File: src/hw/rtl/pse_pkg.sv
package pse_pkg;

   localparam int SYMBOL_WIDTH = 8;
   localparam int VALUE_WIDTH  = 32;
   localparam int STATUS_WIDTH = 3;

   typedef logic [SYMBOL_WIDTH-1:0] symbol_type;
   typedef logic [STATUS_WIDTH-1:0] status_type;

   localparam status_type STATUS_OK        = 3'd0;
   localparam status_type STATUS_OVERFLOW  = 3'd1;
   localparam status_type STATUS_UNDERFLOW = 3'd2;
   localparam status_type STATUS_INVALID   = 3'd3;
   localparam status_type STATUS_DIVZERO   = 3'd4;
   localparam status_type STATUS_EMPTY     = 3'd5;

   localparam symbol_type SYM_PLUS    = 8'h2B;
   localparam symbol_type SYM_MINUS   = 8'h2D;
   localparam symbol_type SYM_STAR    = 8'h2A;
   localparam symbol_type SYM_SLASH   = 8'h2F;
   localparam symbol_type SYM_PERCENT = 8'h25;
   localparam symbol_type SYM_CARET   = 8'h5E;
   localparam symbol_type SYM_DIGIT_0 = 8'h30;
   localparam symbol_type SYM_DIGIT_9 = 8'h39;
   localparam symbol_type SYM_UPPER_A = 8'h41;
   localparam symbol_type SYM_UPPER_Z = 8'h5A;
   localparam symbol_type SYM_LOWER_A = 8'h61;
   localparam symbol_type SYM_LOWER_Z = 8'h7A;

   typedef enum logic [3:0] {
      KIND_LETTER,
      KIND_DIGIT,
      KIND_ADD,
      KIND_SUB,
      KIND_MUL,
      KIND_DIV,
      KIND_MOD,
      KIND_XOR,
      KIND_INVALID
   } kind_type;

   typedef enum logic [2:0] {
      S_IDLE,
      S_POP,
      S_EXEC,
      S_ITER,
      S_PUSH,
      S_TOP,
      S_RESP
   } state_type;

   typedef struct packed {
      logic ready;
      logic load_operands;
      logic exec_alu;
      logic start_md;
      logic capture_md;
      logic push;
      logic load_rsp;
   } cmd_type;

   typedef struct packed {
      logic     req_valid;
      kind_type kind;
      logic     last;
      logic     b_zero;
      logic     md_done;
      logic     rsp_busy;
   } stat_type;

   function automatic kind_type decode_symbol(symbol_type sym);
      kind_type k;
      if (sym inside {[SYM_UPPER_A:SYM_UPPER_Z], [SYM_LOWER_A:SYM_LOWER_Z]}) begin
         k = KIND_LETTER;
      end else if (sym inside {[SYM_DIGIT_0:SYM_DIGIT_9]}) begin
         k = KIND_DIGIT;
      end else begin
         unique case (sym)
            SYM_PLUS:    k = KIND_ADD;
            SYM_MINUS:   k = KIND_SUB;
            SYM_STAR:    k = KIND_MUL;
            SYM_SLASH:   k = KIND_DIV;
            SYM_PERCENT: k = KIND_MOD;
            SYM_CARET:   k = KIND_XOR;
            default:     k = KIND_INVALID;
         endcase
      end
      return k;
   endfunction

endpackage

File: src/hw/rtl/pse_req_if.sv
interface pse_req_if;
   logic                               valid;
   logic                               ready;
   pse_pkg::symbol_type                symbol;
   logic signed [pse_pkg::VALUE_WIDTH-1:0] operand_value;
   logic                               last;

   modport source (output valid, symbol, operand_value, last, input ready);
   modport sink (input valid, symbol, operand_value, last, output ready);
endinterface

File: src/hw/rtl/pse_rsp_if.sv
interface pse_rsp_if;
   logic                                   valid;
   logic                                   ready;
   logic signed [pse_pkg::VALUE_WIDTH-1:0] result_value;
   pse_pkg::status_type                    status;

   modport source (output valid, result_value, status, input ready);
   modport sink (input valid, result_value, status, output ready);
endinterface

File: src/hw/rtl/pse_muldiv.sv
module pse_muldiv #(
   parameter int DATA_WIDTH = 32
) (
   input  logic                   clock,
   input  logic                   reset,
   input  logic                   start,
   input  pse_pkg::kind_type      kind,
   input  logic [DATA_WIDTH-1:0]  a,
   input  logic [DATA_WIDTH-1:0]  b,
   output logic                   done,
   output logic [DATA_WIDTH-1:0]  result
);

   localparam int CW = $clog2(DATA_WIDTH + 1);

   logic                  busy_ff, busy_in;
   logic                  done_ff, done_in;
   logic [CW-1:0]         cnt_ff, cnt_in;
   pse_pkg::kind_type     kind_ff, kind_in;
   logic [DATA_WIDTH-1:0] acc_ff, acc_in;
   logic [DATA_WIDTH-1:0] x_ff, x_in;
   logic [DATA_WIDTH-1:0] y_ff, y_in;
   logic                  neg_q_ff, neg_q_in;
   logic                  neg_r_ff, neg_r_in;

   logic [DATA_WIDTH:0]   shifted;
   logic [DATA_WIDTH:0]   diff;
   logic                  fits;
   logic [DATA_WIDTH-1:0] mag_a;
   logic [DATA_WIDTH-1:0] mag_b;

   assign mag_a   = a[DATA_WIDTH-1] ? '0 - a : a;
   assign mag_b   = b[DATA_WIDTH-1] ? '0 - b : b;
   // restoring division: one quotient bit per cycle
   assign shifted = {acc_ff, x_ff[DATA_WIDTH-1]};
   assign diff    = shifted - {1'b0, y_ff};
   assign fits    = (shifted >= {1'b0, y_ff});

   always_comb begin
      busy_in  = busy_ff;
      done_in  = 1'b0;
      cnt_in   = cnt_ff;
      kind_in  = kind_ff;
      acc_in   = acc_ff;
      x_in     = x_ff;
      y_in     = y_ff;
      neg_q_in = neg_q_ff;
      neg_r_in = neg_r_ff;
      if (start) begin
         busy_in  = 1'b1;
         cnt_in   = CW'(DATA_WIDTH);
         kind_in  = kind;
         acc_in   = '0;
         neg_q_in = a[DATA_WIDTH-1] ^ b[DATA_WIDTH-1];
         neg_r_in = a[DATA_WIDTH-1];
         if (kind == pse_pkg::KIND_MUL) begin
            x_in = a;
            y_in = b;
         end else begin
            x_in = mag_a;
            y_in = mag_b;
         end
      end else if (busy_ff) begin
         if (kind_ff == pse_pkg::KIND_MUL) begin
            if (y_ff[0]) begin
               acc_in = acc_ff + x_ff;
            end
            x_in = {x_ff[DATA_WIDTH-2:0], 1'b0};
            y_in = {1'b0, y_ff[DATA_WIDTH-1:1]};
         end else begin
            acc_in = fits ? diff[DATA_WIDTH-1:0] : shifted[DATA_WIDTH-1:0];
            x_in   = {x_ff[DATA_WIDTH-2:0], fits};
         end
         cnt_in = cnt_ff - 1'b1;
         if (cnt_ff == CW'(1)) begin
            busy_in = 1'b0;
            done_in = 1'b1;
         end
      end
   end

   always_ff @(posedge clock) begin
      if (reset) begin
         busy_ff <= 1'b0;
         done_ff <= 1'b0;
         cnt_ff  <= '0;
      end else begin
         busy_ff <= busy_in;
         done_ff <= done_in;
         cnt_ff  <= cnt_in;
      end
      kind_ff  <= kind_in;
      acc_ff   <= acc_in;
      x_ff     <= x_in;
      y_ff     <= y_in;
      neg_q_ff <= neg_q_in;
      neg_r_ff <= neg_r_in;
   end

   always_comb begin
      case (kind_ff)
         pse_pkg::KIND_MUL: result = acc_ff;
         pse_pkg::KIND_DIV: result = neg_q_ff ? '0 - x_ff : x_ff;
         default:           result = neg_r_ff ? '0 - acc_ff : acc_ff;
      endcase
   end

   assign done = done_ff;

endmodule

File: src/hw/rtl/pse_datapath.sv
module pse_datapath #(
   parameter int STACK_DEPTH = 8,
   parameter int DATA_WIDTH  = 32
) (
   input  logic              clock,
   input  logic              reset,
   pse_req_if.sink           req_chan,
   pse_rsp_if.source         rsp_chan,
   input  pse_pkg::cmd_type  cmd,
   output pse_pkg::stat_type stat
);

   localparam int CW      = $clog2(STACK_DEPTH + 1);
   localparam int IW      = $clog2(STACK_DEPTH);
   localparam int VALUE_W = pse_pkg::VALUE_WIDTH;

   typedef logic [DATA_WIDTH-1:0] word_type;

   word_type stack_mem [STACK_DEPTH];

   pse_pkg::kind_type   kind_ff, kind_in;
   logic                last_ff, last_in;
   word_type            val_ff, val_in;
   word_type            a_ff, a_in;
   word_type            b_ff, b_in;
   word_type            res_ff, res_in;
   logic [CW-1:0]       cnt_ff, cnt_in;
   pse_pkg::status_type err_ff, err_in;
   word_type            rd_a_ff;
   word_type            rd_b_ff;
   logic                rsp_valid_ff, rsp_valid_in;
   logic [VALUE_W-1:0]  rsp_value_ff, rsp_value_in;
   pse_pkg::status_type rsp_status_ff, rsp_status_in;

   logic                accept;
   logic                is_oper;
   logic [IW-1:0]       rd_a_idx;
   logic [IW-1:0]       rd_b_idx;
   logic [IW-1:0]       wr_idx;
   logic                mem_we;
   logic                note_en;
   pse_pkg::status_type note_code;
   logic                md_done;
   word_type            md_result;

   assign accept         = req_chan.valid && cmd.ready;
   assign req_chan.ready = cmd.ready;
   assign is_oper        = (kind_ff != pse_pkg::KIND_LETTER) && (kind_ff != pse_pkg::KIND_DIGIT);

   // top and next-to-top, read every cycle
   assign rd_a_idx = (cnt_ff == '0) ? '0 : IW'(cnt_ff - 1'b1);
   assign rd_b_idx = (cnt_ff < CW'(2)) ? '0 : IW'(cnt_ff - CW'(2));
   assign wr_idx   = IW'(cnt_ff);

   pse_muldiv #(
      .DATA_WIDTH (DATA_WIDTH)
   ) u_muldiv (
      .clock  (clock),
      .reset  (reset),
      .start  (cmd.start_md),
      .kind   (kind_ff),
      .a      (a_ff),
      .b      (b_ff),
      .done   (md_done),
      .result (md_result)
   );

   always_comb begin
      kind_in       = kind_ff;
      last_in       = last_ff;
      val_in        = val_ff;
      a_in          = a_ff;
      b_in          = b_ff;
      res_in        = res_ff;
      cnt_in        = cnt_ff;
      rsp_valid_in  = rsp_valid_ff && !rsp_chan.ready;
      rsp_value_in  = rsp_value_ff;
      rsp_status_in = rsp_status_ff;
      mem_we        = 1'b0;
      note_en       = 1'b0;
      note_code     = pse_pkg::STATUS_OK;

      if (accept) begin
         kind_in = pse_pkg::decode_symbol(req_chan.symbol);
         last_in = req_chan.last;
         if (kind_in == pse_pkg::KIND_LETTER) begin
            val_in = DATA_WIDTH'(req_chan.operand_value);
         end else begin
            val_in = DATA_WIDTH'(req_chan.symbol - pse_pkg::SYM_DIGIT_0);
         end
      end

      if (cmd.load_operands && is_oper) begin
         if (cnt_ff >= CW'(2)) begin
            b_in   = rd_a_ff;
            a_in   = rd_b_ff;
            cnt_in = cnt_ff - CW'(2);
         end else begin
            b_in      = (cnt_ff == CW'(1)) ? rd_a_ff : '0;
            a_in      = '0;
            cnt_in    = '0;
            note_en   = 1'b1;
            note_code = pse_pkg::STATUS_UNDERFLOW;
         end
      end

      if (cmd.exec_alu) begin
         case (kind_ff)
            pse_pkg::KIND_LETTER,
            pse_pkg::KIND_DIGIT: res_in = val_ff;
            pse_pkg::KIND_ADD:   res_in = a_ff + b_ff;
            pse_pkg::KIND_SUB:   res_in = a_ff - b_ff;
            pse_pkg::KIND_XOR:   res_in = a_ff ^ b_ff;
            default:             res_in = '0;
         endcase
         if (kind_ff inside {pse_pkg::KIND_DIV, pse_pkg::KIND_MOD}) begin
            note_en   = 1'b1;
            note_code = pse_pkg::STATUS_DIVZERO;
         end
      end

      if (cmd.capture_md) begin
         res_in = md_result;
      end

      if (cmd.push) begin
         if (kind_ff == pse_pkg::KIND_INVALID) begin
            note_en   = 1'b1;
            note_code = pse_pkg::STATUS_INVALID;
         end else if (cnt_ff == CW'(STACK_DEPTH)) begin
            note_en   = 1'b1;
            note_code = pse_pkg::STATUS_OVERFLOW;
         end else begin
            mem_we = 1'b1;
            cnt_in = cnt_ff + 1'b1;
         end
      end

      // only the first error since the last result is kept
      err_in = (note_en && err_ff == pse_pkg::STATUS_OK) ? note_code : err_ff;

      if (cmd.load_rsp) begin
         rsp_valid_in = 1'b1;
         if (cnt_ff == '0) begin
            rsp_value_in  = '0;
            rsp_status_in = (err_ff != pse_pkg::STATUS_OK) ? err_ff : pse_pkg::STATUS_EMPTY;
         end else begin
            rsp_value_in  = VALUE_W'(signed'(rd_a_ff));
            rsp_status_in = err_ff;
         end
         cnt_in = '0;
         err_in = pse_pkg::STATUS_OK;
      end
   end

   always_ff @(posedge clock) begin
      if (reset) begin
         cnt_ff       <= '0;
         err_ff       <= pse_pkg::STATUS_OK;
         rsp_valid_ff <= 1'b0;
      end else begin
         cnt_ff       <= cnt_in;
         err_ff       <= err_in;
         rsp_valid_ff <= rsp_valid_in;
      end
      kind_ff       <= kind_in;
      last_ff       <= last_in;
      val_ff        <= val_in;
      a_ff          <= a_in;
      b_ff          <= b_in;
      res_ff        <= res_in;
      rsp_value_ff  <= rsp_value_in;
      rsp_status_ff <= rsp_status_in;
   end

   always_ff @(posedge clock) begin
      if (mem_we) begin
         stack_mem[wr_idx] <= res_ff;
      end
      rd_a_ff <= stack_mem[rd_a_idx];
      rd_b_ff <= stack_mem[rd_b_idx];
   end

   assign rsp_chan.valid        = rsp_valid_ff;
   assign rsp_chan.result_value = rsp_value_ff;
   assign rsp_chan.status       = rsp_status_ff;

   assign stat.req_valid = req_chan.valid;
   assign stat.kind      = kind_ff;
   assign stat.last      = last_ff;
   assign stat.b_zero    = (b_ff == '0);
   assign stat.md_done   = md_done;
   assign stat.rsp_busy  = rsp_valid_ff && !rsp_chan.ready;

   a_no_rsp_overwrite: assert property (@(posedge clock) disable iff (reset)
      cmd.load_rsp |-> !stat.rsp_busy)
      else $error("result loaded while previous item still pending");

   a_clear_after_rsp: assert property (@(posedge clock) disable iff (reset)
      cmd.load_rsp |=> (cnt_ff == '0) && (err_ff == pse_pkg::STATUS_OK))
      else $error("stack or error not cleared after result");

   a_push_grows: assert property (@(posedge clock) disable iff (reset)
      cmd.push && kind_ff != pse_pkg::KIND_INVALID && cnt_ff < CW'(STACK_DEPTH)
      |=> cnt_ff == CW'($past(cnt_ff) + 1'b1))
      else $error("push with room did not grow the stack");

   a_capture_on_done: assert property (@(posedge clock) disable iff (reset)
      cmd.capture_md |-> md_done)
      else $error("mul/div result taken before unit finished");

endmodule

File: src/hw/rtl/pse_ctrl.sv
module pse_ctrl (
   input  logic              clock,
   input  logic              reset,
   input  pse_pkg::stat_type stat,
   output pse_pkg::cmd_type  cmd
);

   pse_pkg::state_type state_ff, state_in;
   logic               uses_md;

   // divide or modulo by zero skips the iterative unit
   assign uses_md = (stat.kind == pse_pkg::KIND_MUL)
                 || ((stat.kind inside {pse_pkg::KIND_DIV, pse_pkg::KIND_MOD}) && !stat.b_zero);

   always_comb begin
      state_in = state_ff;
      unique case (state_ff)
         pse_pkg::S_IDLE: if (stat.req_valid) state_in = pse_pkg::S_POP;
         pse_pkg::S_POP:  state_in = pse_pkg::S_EXEC;
         pse_pkg::S_EXEC: state_in = uses_md ? pse_pkg::S_ITER : pse_pkg::S_PUSH;
         pse_pkg::S_ITER: if (stat.md_done) state_in = pse_pkg::S_PUSH;
         pse_pkg::S_PUSH: state_in = stat.last ? pse_pkg::S_TOP : pse_pkg::S_IDLE;
         pse_pkg::S_TOP:  state_in = pse_pkg::S_RESP;
         pse_pkg::S_RESP: if (!stat.rsp_busy) state_in = pse_pkg::S_IDLE;
         default:         state_in = pse_pkg::S_IDLE;
      endcase
   end

   always_comb begin
      cmd = '0;
      unique case (state_ff)
         pse_pkg::S_IDLE: cmd.ready         = 1'b1;
         pse_pkg::S_POP:  cmd.load_operands = 1'b1;
         pse_pkg::S_EXEC: begin
            cmd.start_md = uses_md;
            cmd.exec_alu = !uses_md;
         end
         pse_pkg::S_ITER: cmd.capture_md    = stat.md_done;
         pse_pkg::S_PUSH: cmd.push          = 1'b1;
         pse_pkg::S_TOP:  cmd               = '0;
         pse_pkg::S_RESP: cmd.load_rsp      = !stat.rsp_busy;
         default:         cmd               = '0;
      endcase
   end

   always_ff @(posedge clock) begin
      if (reset) begin
         state_ff <= pse_pkg::S_IDLE;
      end else begin
         state_ff <= state_in;
      end
   end

endmodule

File: src/hw/rtl/postfix_stack_evaluator_core.sv
// Postfix evaluator: one symbol per item on req_chan. Letters push operand_value, digits
// push 0..9, + - * / % ^ pop two values and push the result; an item with last set
// produces one result item on rsp_chan (top of stack and first error, then the stack
// clears). Items are handled one at a time: a push, +, -, ^, an unknown symbol or a divide
// by zero steps from accept through the pop, execute and push states to the next accept,
// and any other *, / or % also waits in the iterate state for the shared shift-add /
// restoring divide unit that retires one bit per cycle. An item with last set adds a
// top-of-stack state to read the top of stack from the registered-read stack memory, plus
// any wait while the previous result is still held in the output register.
module postfix_stack_evaluator_core #(
   parameter int STACK_DEPTH = 8,
   parameter int DATA_WIDTH  = 32
) (
   input logic       clock,
   input logic       reset,
   pse_req_if.sink   req_chan,
   pse_rsp_if.source rsp_chan
);

   pse_pkg::cmd_type  cmd;
   pse_pkg::stat_type stat;

   pse_ctrl u_ctrl (
      .clock (clock),
      .reset (reset),
      .stat  (stat),
      .cmd   (cmd)
   );

   pse_datapath #(
      .STACK_DEPTH (STACK_DEPTH),
      .DATA_WIDTH  (DATA_WIDTH)
   ) u_datapath (
      .clock    (clock),
      .reset    (reset),
      .req_chan (req_chan),
      .rsp_chan (rsp_chan),
      .cmd      (cmd),
      .stat     (stat)
   );

endmodule
File: src/flat_wrapper.sv
// flat-port wrapper written by rule: the top's interface ports become plain ports
module postfix_stack_evaluator_core_flat 
#(
   parameter int STACK_DEPTH = 8,
   parameter int DATA_WIDTH  = 32
)
  (clock, reset, req_chan_valid, req_chan_symbol, req_chan_operand_value, req_chan_last, req_chan_ready, rsp_chan_valid, rsp_chan_result_value, rsp_chan_status, rsp_chan_ready);
  pse_req_if req_chan_i ();
  pse_rsp_if rsp_chan_i ();
  input logic clock;
  input logic reset;
  input wire logic [$bits(req_chan_i.valid)-1:0] req_chan_valid;
  input wire logic [$bits(req_chan_i.symbol)-1:0] req_chan_symbol;
  input wire logic [$bits(req_chan_i.operand_value)-1:0] req_chan_operand_value;
  input wire logic [$bits(req_chan_i.last)-1:0] req_chan_last;
  output wire logic [$bits(req_chan_i.ready)-1:0] req_chan_ready;
  output wire logic [$bits(rsp_chan_i.valid)-1:0] rsp_chan_valid;
  output wire logic [$bits(rsp_chan_i.result_value)-1:0] rsp_chan_result_value;
  output wire logic [$bits(rsp_chan_i.status)-1:0] rsp_chan_status;
  input wire logic [$bits(rsp_chan_i.ready)-1:0] rsp_chan_ready;
  assign req_chan_i.valid = req_chan_valid;
  assign req_chan_i.symbol = req_chan_symbol;
  assign req_chan_i.operand_value = req_chan_operand_value;
  assign req_chan_i.last = req_chan_last;
  assign req_chan_ready = req_chan_i.ready;
  assign rsp_chan_valid = rsp_chan_i.valid;
  assign rsp_chan_result_value = rsp_chan_i.result_value;
  assign rsp_chan_status = rsp_chan_i.status;
  assign rsp_chan_i.ready = rsp_chan_ready;
  postfix_stack_evaluator_core #(.STACK_DEPTH(STACK_DEPTH), .DATA_WIDTH(DATA_WIDTH)) u_core (.clock(clock), .reset(reset), .req_chan(req_chan_i), .rsp_chan(rsp_chan_i));
endmodule
File: config.mk
export PLATFORM = sky130hd
export DESIGN_NAME = postfix_stack_evaluator_core_flat
export DESIGN_NICKNAME = d
export VERILOG_FILES = /design/src/hw/rtl/pse_pkg.sv /design/src/hw/rtl/pse_req_if.sv /design/src/hw/rtl/pse_rsp_if.sv /design/src/hw/rtl/pse_muldiv.sv /design/src/hw/rtl/pse_datapath.sv /design/src/hw/rtl/pse_ctrl.sv /design/src/hw/rtl/postfix_stack_evaluator_core.sv /design/src/flat_wrapper.sv
export SDC_FILE = /design/constraint.sdc
export NUM_CORES = 1
export LEC_CHECK = 0
export BUFFER_PORTS_ARGS = -buffer_cell sky130_fd_sc_hd__buf_4
export CORE_MARGIN = 2
export CORE_UTILIZATION = 60
export DETAILED_ROUTE_END_ITERATION = 6
export PLACE_DENSITY = 0.75
export SLEW_MARGIN = 5
export SYNTH_ARGS = -nofsm -noshare
export SYNTH_HDL_FRONTEND = slang
export SYNTH_SLANG_ARGS = --single-unit
File: constraint.sdc
create_clock -name clock -period 5.63 [get_ports clock]
set_clock_uncertainty 0.05 [all_clocks]
set_input_delay 0.2815 -clock clock [delete_from_list [all_inputs] [get_ports clock]]
set_output_delay 0.2815 -clock clock [all_outputs]
set_load 0.02 [all_outputs]
==> metrics.cfg <==
[cts]
post_cts_buffers = 0
clk_pin_slew_ns = 0.06
clock_path_buffers = 3
cts_tree = yes
cts_buffers = 67
insertion_delay_ns = 0.63
cts-htree-levels = 3
root_buffer = clkbuf_16
clock_sinks = 609

[setup_path]
cp_data_required_time_ns = 5.91
cp_max_fo = 6
ff2ff_path_depth = 20
critical_path_arrival_ns = 5.61
setup.worst_path.end_class = register
ff2ff_setup_slack_ns = 0.30
critPathKind = reg2reg
start_kind = register

[synth]
ys_types = 78
yosysSeqAreaShare = 0.499
synthTopCellsByArea = edfxtp_1 (43%), dfxtp_1 (6.7%), nand2_1 (4.8%)
syn_area_per_cell_um2 = 9.97
synth_common_cells = edfxtp_1 (494), nand2_1 (440), o21ai_0 (294)
async_reset_ff_frac = 0
yosysWarnings = 0
postSynthNetCount = 3609
synth_seq_cells = 609
yosys.area.top_type_share = 0.432
yosysMostFrequentCell = edfxtp_1
ys.flop_type = edfxtp_1
yosysTopAreaCell = edfxtp_1
synth_cells = 3445
synth-edff-count = 494
syn-cell-area_um2 = 34300

[floorplanning]
start_util = 0.608
rows = 87
core_um2 = 56500
io_pins = 82
die_y_um = 243
die_width_um = 243
die-area_um2 = 59200

[finish]
final_core_util = 0.679
fillers = 4178
final_area_um2 = 38300
areaGrowthSynthToFinish_pct = 11.6
nets = 3631
drive_gt1_frac = 0.0968

[timing]
fin_crit_ns = 5.33
finalSetupViolCount = 0
slew_headroom = 0.226
period_share = 0.946
finalHoldViolations = 0
setup_ws_ns = 0.303
tightest_slew_ns = 1.16
rsz0062_at_grt = false
drv_slew = 0
finalSetupTns_ns = 0
fmax_ghz = 0.188

[placed_design]
routabilityCongestion = 0.938
place_area_um2 = 35600
detailedPlace.worstSlack_ns = 0.325
portBuffers = 81
hpwl_mm = 70.2

[routing]
first_pass_iters = 6
num_vias = 27596
drt_iter0_drc = 2965
via_per_inst = 6.45
ant_nets = 0
drt-total-wl_mm = 103
drt-wirelength-per-cell_um = 24.1
drc = 0

[power_and_ir_drop]
p_int_uw = 11200
peakVddDrop_uv = 712
switchingPower_uw = 7290
p_clk_frac = 0.255
swShare = 0.395
power_density_nw_per_um2 = 482
pwr-share-comb = 0.391
p_seq_frac = 0.354
p_leak_uw = 0.0141

[status]
outcome = finished clean

[global_route]
grt_first_pass_wirelength_mm = 156
grt_max_degree = 101
grt_pass1_vias = 26544
grt_usage = 0.344
antenna_found_initial = 4
overflow = 0

[hold_path]
hold_path_class = in2reg
worstHoldPathCells = 3

[run]
drv_cap = 0

## cells by family after synthesis
logic type | after synthesis | synth area share
adder cells (fa/ha/maj) | 119 | 0.0440
flip-flops | 609 | 0.499
buffers and inverters | 303 | 0.0354
AO/OA/AOI/OAI | 966 | 0.179
multiplexers | 48 | 0.0259
XOR/XNOR | 233 | 0.0594
AND/OR/NAND/NOR | 1167 | 0.158
## final timing paths
| check | from | endpoint |
|---|---|---|
| worst min-delay path | req_chan_symbol[2] | u_core.u_datapath.kind_ff[2] |
| worst max register to register | u_core.u_datapath.b_ff[2] | u_core.u_datapath.res_ff[30] |
| worst min register to register | u_core.u_datapath.err_ff[1] | u_core.u_datapath.rsp_chan.status[1] |
| worst max-delay path | u_core.u_datapath.b_ff[2] | u_core.u_datapath.res_ff[30] |
## cell type report
cell class,count,area (µm²),share of cell area
Clock inverter,38,564,0.0147
Tap cell,756,946,0.0247
Sequential cell,609,17100,0.447
Timing Repair Buffer,176,1430,0.0373
Antenna cell,2,5.00,0.000131
Clock buffer,86,1820,0.0474
Multi-Input combinational cell,2533,16100,0.421
Inverter,80,300,0.00783
## flip-flops by register name, summed over array words and instances (netlist names), 3 cells and up
| signal | flops |
|---|---|
| u_core.u_datapath.stack_mem | 256 |
| u_core.u_datapath.rd_a_ff | 32 |
| u_core.u_datapath.rsp_chan.result_value | 32 |
| u_core.u_datapath.u_muldiv.acc_ff | 32 |
| u_core.u_datapath.rd_b_ff | 32 |
| u_core.u_datapath.b_ff | 32 |
| u_core.u_datapath.u_muldiv.y_ff | 32 |
| u_core.u_datapath.u_muldiv.cnt_ff | 6 |
| u_core.u_datapath.rsp_chan.status | 3 |
| u_core.u_datapath.u_muldiv.kind_ff | 4 |
| u_core.u_datapath.err_ff | 3 |
| u_core.u_datapath.u_muldiv.x_ff | 32 |
| u_core.u_datapath.val_ff | 32 |
| u_core.u_datapath.res_ff | 32 |
| u_core.u_datapath.a_ff | 32 |
| u_core.u_datapath.cnt_ff | 4 |
| u_core.u_datapath.kind_ff | 4 |
| u_core.u_ctrl.state_ff | 3 |
## through the flow
stage | hold WS, ns | instances | power (µW)
after floorplan | 0.301 | 3445 | 11500
after global placement | 0.413 | 4116 | 13500
after detailed placement | 0.413 | 4116 | 13600
after CTS | 0.0375 | 4278 | 18300
after global routing | 0.0632 | 4279 | 19400
final | 0.0621 | 4280 | 18500
## per-layer routing
metal	vias to the layer above	wire length (µm)	global-route usage
met2	1309	48000	0.557
li1	12747	-	-
met5	-	14	0
met3	228	8800	0.0500
met4	2	4030	0.136
met1	13310	42200	0.470
## cells in the final DEF (no fill, tap or decap), types with 18 or more instances in the layout
cell	instances
dfxtp_1	114
nor4_1	19
o21a_1	20
mux4_2	32
a222oi_1	18
a211oi_1	54
nand2b_1	43
xnor2_1	100
clkbuf_16	68
o22ai_1	22
xor2_1	133
a31oi_1	51
o21ai_0	293
ha_1	116
nor3_1	42
inv_1	78
a21oi_1	208
nand2_1	438
a21o_1	67
nor2b_1	80
buf_4	137
dlygate4sd3_1	38
o211ai_1	33
edfxtp_1	494
and2_1	45
or3_1	50
o221ai_1	73
nand3_1	83
nor2_1	273
o31ai_1	29
## critical path, cell delays in order (launching register included)
cell and delay, ns:
edfxtp_1 0.38, nor3_1 0.22, nand3_1 0.16, or3_1 0.38, or3_1 0.36, or2_2 0.33, o21ai_0 0.21, xor2_1 0.18
ha_1 0.32, a21o_1 0.20, a21o_1 0.19, a2111oi_1 0.40, a21oi_1 0.11, o31ai_2 0.34, o21ai_0 0.15, buf_4 0.17
a21o_1 0.17, a21oi_1 0.25, o21ai_0 0.17, xnor2_1 0.17, o221ai_1 0.13
## power groups by stage
stage	logic, µW	clock network, µW	registers, µW
finish	7220	4710	6540
global route	7910	4910	6580
CTS	7100	4740	6500
detailed placement	7010	0	6590
global placement	6880	0	6570
floorplan	5360	0	6090
## what timing repair did
action                                 CTS  global route
endpoints found under the hold margin   38             0
hold buffers                            38             0
setup endpoints to repair                0             2
resized for setup                        0             2
Note: power is estimated with default switching activity, not from simulation.
